[src/design/i2a_pkg.sv]
package i2a_pkg;

  typedef logic [3:0] nibble_t;
  typedef logic [6:0] char_t;

  // ASCII of '0' and the offset that maps 10..15 onto 'A'..'F'
  localparam char_t CH_ZERO   = 7'h30;
  localparam char_t CH_LETTER = 7'h37;
  localparam nibble_t DEC_LIMIT = 4'd10;
  localparam nibble_t DD_THRESH = 4'd5;
  localparam nibble_t DD_ADJUST = 4'd3;

  function automatic char_t digit_ascii(input nibble_t d);
    char_t c;
    if (d < DEC_LIMIT) begin
      c = CH_ZERO + char_t'(d);
    end else begin
      c = CH_LETTER + char_t'(d);
    end
    return c;
  endfunction

endpackage

[src/design/i2a_dd_stage.sv]
module i2a_dd_stage #(
  parameter int VW = 32,
  parameter int DW = 40
) (
  input  logic          clk,
  input  logic          rst_n,
  input  logic          adv,
  input  logic          in_vld,
  input  logic          in_hex,
  input  logic [VW-1:0] in_val,
  input  logic [DW-1:0] in_bcd,
  output logic          out_vld,
  output logic          out_hex,
  output logic [VW-1:0] out_val,
  output logic [DW-1:0] out_bcd
);

  logic [DW-1:0] adj;
  logic          vld_r;
  logic          hex_r;
  logic [VW-1:0] val_r;
  logic [DW-1:0] bcd_r;

  // add-3 correction per BCD digit; hex just shifts the binary in
  always_comb begin
    adj = in_bcd;
    for (int i = 0; i < DW / 4; i++) begin
      if (!in_hex && (in_bcd[4*i +: 4] >= i2a_pkg::DD_THRESH)) begin
        adj[4*i +: 4] = in_bcd[4*i +: 4] + i2a_pkg::DD_ADJUST;
      end
    end
  end

  always_ff @(posedge clk) begin
    if (!rst_n) begin
      vld_r <= 1'b0;
    end else if (adv) begin
      vld_r <= in_vld;
    end
  end

  always_ff @(posedge clk) begin
    if (adv) begin
      hex_r <= in_hex;
      val_r <= {in_val[VW-2:0], 1'b0};
      bcd_r <= {adj[DW-2:0], in_val[VW-1]};
    end
  end

  assign out_vld = vld_r;
  assign out_hex = hex_r;
  assign out_val = val_r;
  assign out_bcd = bcd_r;

endmodule

[src/design/i2a_emit.sv]
module i2a_emit #(
  parameter int DIGITS = 10,
  parameter int CW     = 4,
  parameter int IW     = 4
) (
  input  logic                clk,
  input  logic                rst_n,
  input  logic                load,
  input  logic [4*DIGITS-1:0] load_dig,
  input  logic [CW-1:0]       load_cnt,
  output logic                busy,
  output logic                out_valid,
  output i2a_pkg::char_t      out_char,
  output logic                out_last
);

  logic [4*DIGITS-1:0] buf_r;
  logic [CW-1:0]       left_r;
  logic [CW-1:0]       left_nxt;
  logic [CW-1:0]       pos;
  logic [IW-1:0]       idx;

  // countdown of characters still to send, most significant first
  always_comb begin
    left_nxt = left_r;
    if (load) begin
      left_nxt = load_cnt;
    end else if (left_r != '0) begin
      left_nxt = left_r - CW'(1);
    end
  end

  always_ff @(posedge clk) begin
    if (!rst_n) begin
      left_r <= '0;
    end else begin
      left_r <= left_nxt;
    end
  end

  always_ff @(posedge clk) begin
    if (load) begin
      buf_r <= load_dig;
    end
  end

  assign pos       = left_r - CW'(1);
  assign idx       = pos[IW-1:0];
  assign out_valid = (left_r != '0);
  assign out_last  = (left_r == CW'(1));
  assign out_char  = i2a_pkg::digit_ascii(buf_r[4*idx +: 4]);
  assign busy      = (left_r > CW'(1));

endmodule

[src/design/integer_to_ascii_digits_core.sv]
// Unsigned binary to ASCII decimal / hex converter.
// Input: pulse start with in_value and in_use_hex while busy is low; the
// item is taken at that edge. use_hex=1 gives upper-case hex, else decimal.
// Output: one character per cycle on out_digit_char, marked by out_valid,
// most significant first, no leading zeros (zero gives a single '0').
// out_is_last flags the final character. Results are not held: the
// receiver must take each one in the cycle it is shown.
// An accepted item passes VALUE_BITS double-dabble stages (one bit
// each), then the count register, then the emitter countdown register.
// Throughput: an item may enter every cycle while the pipeline flows;
// the output port sends one character a cycle, so an item with N digits
// (up to 10 at 32 bits) holds the emitter until its last character, and
// busy rises while a finished item waits on the emitter.
// Reset (synchronous, rst_n low) clears all valid bits and the emitter
// countdown; items in flight are dropped.
module integer_to_ascii_digits_core #(
  parameter int VALUE_BITS = 32
) (
  input  logic                  clk,
  input  logic                  rst_n,
  input  logic                  start,
  output logic                  busy,
  input  logic [VALUE_BITS-1:0] in_value,
  input  logic                  in_use_hex,
  output logic                  out_valid,
  output logic [6:0]            out_digit_char,
  output logic                  out_is_last
);

  localparam int DIGITS = (VALUE_BITS * 30103) / 100000 + 1;
  localparam int DW     = 4 * DIGITS;
  localparam int CW     = $clog2(DIGITS + 1);
  localparam int IW     = (DIGITS > 1) ? $clog2(DIGITS) : 1;

  logic                  adv;
  logic                  emit_busy;
  logic                  s_vld [VALUE_BITS+1];
  logic                  s_hex [VALUE_BITS+1];
  logic [VALUE_BITS-1:0] s_val [VALUE_BITS+1];
  logic [DW-1:0]         s_bcd [VALUE_BITS+1];
  logic                  cnt_vld_r;
  logic [DW-1:0]         dig_r;
  logic [CW-1:0]         ndig_r;
  logic [CW-1:0]         ndig_nxt;

  // whole pipe holds while a finished item waits on the emitter
  assign adv  = !(cnt_vld_r && emit_busy);
  assign busy = !adv;

  assign s_vld[0] = start;
  assign s_hex[0] = in_use_hex;
  assign s_val[0] = in_value;
  assign s_bcd[0] = '0;

  // one double-dabble step per stage
  for (genvar g = 0; g < VALUE_BITS; g++) begin : g_dd
    i2a_dd_stage #(.VW(VALUE_BITS), .DW(DW)) u_stage (
      .clk    (clk),
      .rst_n  (rst_n),
      .adv    (adv),
      .in_vld (s_vld[g]),
      .in_hex (s_hex[g]),
      .in_val (s_val[g]),
      .in_bcd (s_bcd[g]),
      .out_vld(s_vld[g+1]),
      .out_hex(s_hex[g+1]),
      .out_val(s_val[g+1]),
      .out_bcd(s_bcd[g+1])
    );
  end

  // digit count: highest nonzero digit, at least one
  always_comb begin
    ndig_nxt = CW'(1);
    for (int i = 1; i < DIGITS; i++) begin
      if (s_bcd[VALUE_BITS][4*i +: 4] != '0) begin
        ndig_nxt = CW'(i + 1);
      end
    end
  end

  always_ff @(posedge clk) begin
    if (!rst_n) begin
      cnt_vld_r <= 1'b0;
    end else if (adv) begin
      cnt_vld_r <= s_vld[VALUE_BITS];
    end
  end

  always_ff @(posedge clk) begin
    if (adv) begin
      dig_r  <= s_bcd[VALUE_BITS];
      ndig_r <= ndig_nxt;
    end
  end

  i2a_emit #(.DIGITS(DIGITS), .CW(CW), .IW(IW)) u_emit (
    .clk      (clk),
    .rst_n    (rst_n),
    .load     (cnt_vld_r && adv),
    .load_dig (dig_r),
    .load_cnt (ndig_r),
    .busy     (emit_busy),
    .out_valid(out_valid),
    .out_char (out_digit_char),
    .out_last (out_is_last)
  );

`ifndef NO_ASSERTIONS
  a_run_continues: assert property (@(posedge clk) disable iff (!rst_n)
    out_valid && !out_is_last |=> out_valid)
    else $error("character run broken before last");

  a_char_legal: assert property (@(posedge clk) disable iff (!rst_n)
    out_valid |-> ((out_digit_char >= 7'h30) && (out_digit_char <= 7'h39)) ||
                  ((out_digit_char >= 7'h41) && (out_digit_char <= 7'h46)))
    else $error("illegal digit character");

  a_stall_holds: assert property (@(posedge clk) disable iff (!rst_n)
    busy |-> cnt_vld_r && out_valid && !out_is_last)
    else $error("stall without pending output");
`endif

endmodule
[config.mk]
export PLATFORM = sky130hd
export DESIGN_NAME = integer_to_ascii_digits_core
export DESIGN_NICKNAME = d
export VERILOG_FILES = /design/src/design/i2a_pkg.sv /design/src/design/i2a_dd_stage.sv /design/src/design/i2a_emit.sv /design/src/design/integer_to_ascii_digits_core.sv
export SDC_FILE = /design/constraint.sdc
export NUM_CORES = 2
export LEC_CHECK = 0
export ABC_CLOCK_PERIOD_IN_PS = 54100
export BUFFER_PORTS_ARGS = -buffer_cell sky130_fd_sc_hd__buf_4
export CELL_PAD_IN_SITES_DETAIL_PLACEMENT = 1
export CELL_PAD_IN_SITES_GLOBAL_PLACEMENT = 1
export CORE_UTILIZATION = 35
export DETAILED_ROUTE_END_ITERATION = 16
export PLACE_DENSITY = 0.53
export SYNTH_ARGS = -nofsm -noshare
export SYNTH_HDL_FRONTEND = slang
export SYNTH_SLANG_ARGS = --single-unit
[constraint.sdc]
create_clock -name clk -period 54.1 [get_ports clk]
set_input_delay 0 -clock clk [delete_from_list [all_inputs] [get_ports clk]]
set_output_delay 0 -clock clk [all_outputs]
set_load 0.03 [all_outputs]
==> reports/metrics.cfg <==
[power]
power_leakage_nw=24.4
power_density_nw_per_um2=52.3
p_clk_frac=0.290
p_sw_uw=959
ir_drop_uv=33.0
finalPower_mw=3.35
swShare=0.286
intPower_mw=2.40
comb_power_share=0.212
seqPwrFrac=0.498

[floorplan]
die_w_um=401
die_height_um=401
die-area_um2=161000
io_pins=46
row_count=146
core_area_um2=158000
start_util=0.352

[logic_synthesis]
syn_area_um2=55700
synth-seq-cells=1328
syn-num-nets=4121
synth_edf_count=1291
synth_warnings=0
syn-instance-count=3762
ys_async_sr_fraction=0
synth_ff_type=edfxtp_1
avgSynthCellArea_um2=14.8
synth-seq-area-share=0.709
yosysUniqueCellTypes=46

[sta]
fin_setup_tns_ns=0
rsz0062_at_grt=no
fmax_mhz=151
worstMarginPinSlew_ns=1.04
finalHoldViolCount=0
whs_ns=0.119
period_share=0.122
slew_headroom=0.306
fin_crit_ns=6.61
skew_ns=0.0324
setup_viol=0
slew_viol_final=0

[global_routing]
grt_use_met2=0.194
grt_remaining_overflow=0
grt_max_degree=175
use_met1=0.111
grt_pass1_vias=29800
grt_pass1_wl_um=139000
grtUsageMet3=0.0247
grt_use_total=0.104
grt-busiest-layer=met2
antenna_found_initial=0

[clocking]
htree_levels=4
cts_hold_buf=70
cts_buffer_depth=3
numCtsBuffers=153
cts_sinks=1328
cts-root-buf=clkbuf_16
clk_latency_ns=0.77
cts_setup_buffers=0
cts_tree=built
ctsResizeCount=0
clk_pin_slew_ns=0.06

[detailed_routing]
drt-initial-drc-count=1134
drt_pass1_iterations=4
wire_per_inst_um=13.2
drc=0
postRouteAntennaNets=0
drt-vias-per-instance=4.54
dr_total_vias=28200
wl_um=82100

[cells_and_area]
area_growth_pct=15.1
layout_commonest_cell=edfxtp_1
mostFrequentLayoutCells=edfxtp_1 (1291), a21oi_1 (353), nor2_1 (351), xnor2_1 (345), inv_1 (333)
postLayoutCellArea_um2=64100
final_nets=4371
drive_gt1_frac=0.0676
diodes=0

[worst_setup_path]
crit_path_max_fanout=75
end_kind=flip-flop
worstPathRequired_ns=54.49
crit_top_cell=buf_4
cp.arrival_ns=7.00
cp_top_family=buffers and inverters
cp_num_cells=9
worstSetupPathType=reg -> reg
max_stage_delay_ns=0.88
cp-start-kind=flip-flop
reg2regPathDepth=9
slowest_stage=buf_4
path_buf_inv=6
cp_cell_sequence=inv_1, ha_1, o21a_1, nand2b_4, buf_4, buf_4, buf_4, buf_4, buf_4

[min_path]
min_path_cells=4
hold_path_class=in -> reg

[place]
place_area_um2=58600
hpwl_um=51300
gp_congestion=0.708
numPortBuffers=45

[status]
status=complete, no violations

[flow_run]
cap_viol_max_count=0

-- worst paths after layout --
check / to / startpoint / slack [ns]
worst max-delay path: g_dd[0].u_stage.out_val[24] / u_emit.left_r[0] / 47.49
worst min-delay path: u_emit.left_r[3] / rst_n / 0.12
worst max register to register: g_dd[0].u_stage.out_val[24] / u_emit.left_r[0] / 47.49
worst min register to register: g_dd[23].u_stage.out_bcd[29] / g_dd[22].u_stage.out_bcd[28] / 0.41
-- per-layer routing --
metal | up-vias | share of wire | wire length (um)
met5 | - | 0 | 0
met4 | 0 | 0.027 | 2240
met3 | 152 | 0.035 | 2900
met2 | 247 | 0.53 | 43900
met1 | 13800 | 0.40 | 33000
li1 | 14000 | - | -
-- cell families (layout without fill, tap and decap cells) --
family                   count (synthesis)  after routing  synth area share
flip-flops                            1328           1328             0.709
AND/OR/NAND/NOR                        737            737            0.0615
AO/OA/AOI/OAI                          542            542            0.0563
XOR/XNOR                               446            446            0.0705
buffers and inverters                  372            740            0.0252
adder cells (fa/ha/maj)                323            323            0.0726
multiplexers                            14             14           0.00467
-- through the flow --
stage               utilization  worst slack [ns]  cells
finish                    0.405             47.49   6202
global placement          0.371             47.28   5859
global route              0.405             46.82   6202
CTS                       0.405             47.22   6202
detailed placement        0.371             47.20   5859
floorplan                     -             16.79   3762
-- flip-flops by register name, indices dropped and copies added, names as in the netlist --
name	count
g_dd.u_stage.out_bcd	680
g_dd.u_stage.out_val	496
dig_r	40
u_emit.buf_r	40
g_dd.u_stage.out_vld	32
g_dd.u_stage.out_hex	31
ndig_r	4
u_emit.left_r	4
cnt_vld_r	1
-- area by class of cell --
| class | instances | area, um^2 |
|---|---|---|
| clock buffer | 194 | 4060 |
| fill | 16000 | 94100 |
| sequential | 1328 | 39500 |
| inverter | 335 | 1260 |
| tap | 2072 | 2590 |
| timing repair buffer | 132 | 1180 |
| clock inverter | 79 | 733 |
| multi-input combinational | 2062 | 14800 |
-- synth_stat cells (2+ instances only) --
| cell type | instances | area, um^2 |
|---|---|---|
| nand2_1 | 73 | 274 |
| clkbuf_1 | 34 | 128 |
| o21ai_0 | 23 | 115 |
| nor2_1 | 351 | 1320 |
| o211ai_1 | 144 | 1080 |
| or4_1 | 2 | 15.0 |
| inv_1 | 333 | 1250 |
| xnor2_1 | 345 | 3020 |
| dfxtp_1 | 37 | 741 |
| nor4_1 | 8 | 50.1 |
| clkinv_1 | 2 | 7.51 |
| nand2b_1 | 147 | 920 |
| nor3_1 | 102 | 510 |
| and2_1 | 3 | 18.8 |
| o21a_1 | 4 | 30.0 |
| a21oi_2 | 2 | 17.5 |
| edfxtp_1 | 1291 | 38800 |
| ha_1 | 323 | 4040 |
| a22oi_1 | 2 | 15.0 |
| a21oi_1 | 353 | 1770 |
| or3_1 | 46 | 288 |
| xor2_1 | 100 | 876 |
| mux4_2 | 3 | 67.6 |
| mux2i_1 | 5 | 50.1 |
| a21boi_0 | 2 | 15.0 |
| mux4_1 | 5 | 131 |
| a211oi_1 | 3 | 22.5 |
-- power groups by stage --
stage,logic [mW],clock network (mW),registers [mW]
2_1_floorplan,0.591,0,1.63
6_report,0.711,0.973,1.67
4_1_cts,0.728,1.02,1.68
3_5_place_dp,0.719,0,1.70
5_1_grt,0.825,1.05,1.71
3_3_place_gp,0.696,0,1.69
-- worst reg2reg max path, cell delays in order, from the launching register on --
cell and delay, ns:
dfxtp_1 0.51, inv_1 0.26, ha_1 0.37, o21a_1 0.21, nand2b_4 0.65, buf_4 0.80, buf_4 0.83, buf_4 0.78
buf_4 0.89, buf_4 0.90
(Power assumes the default switching activity.)
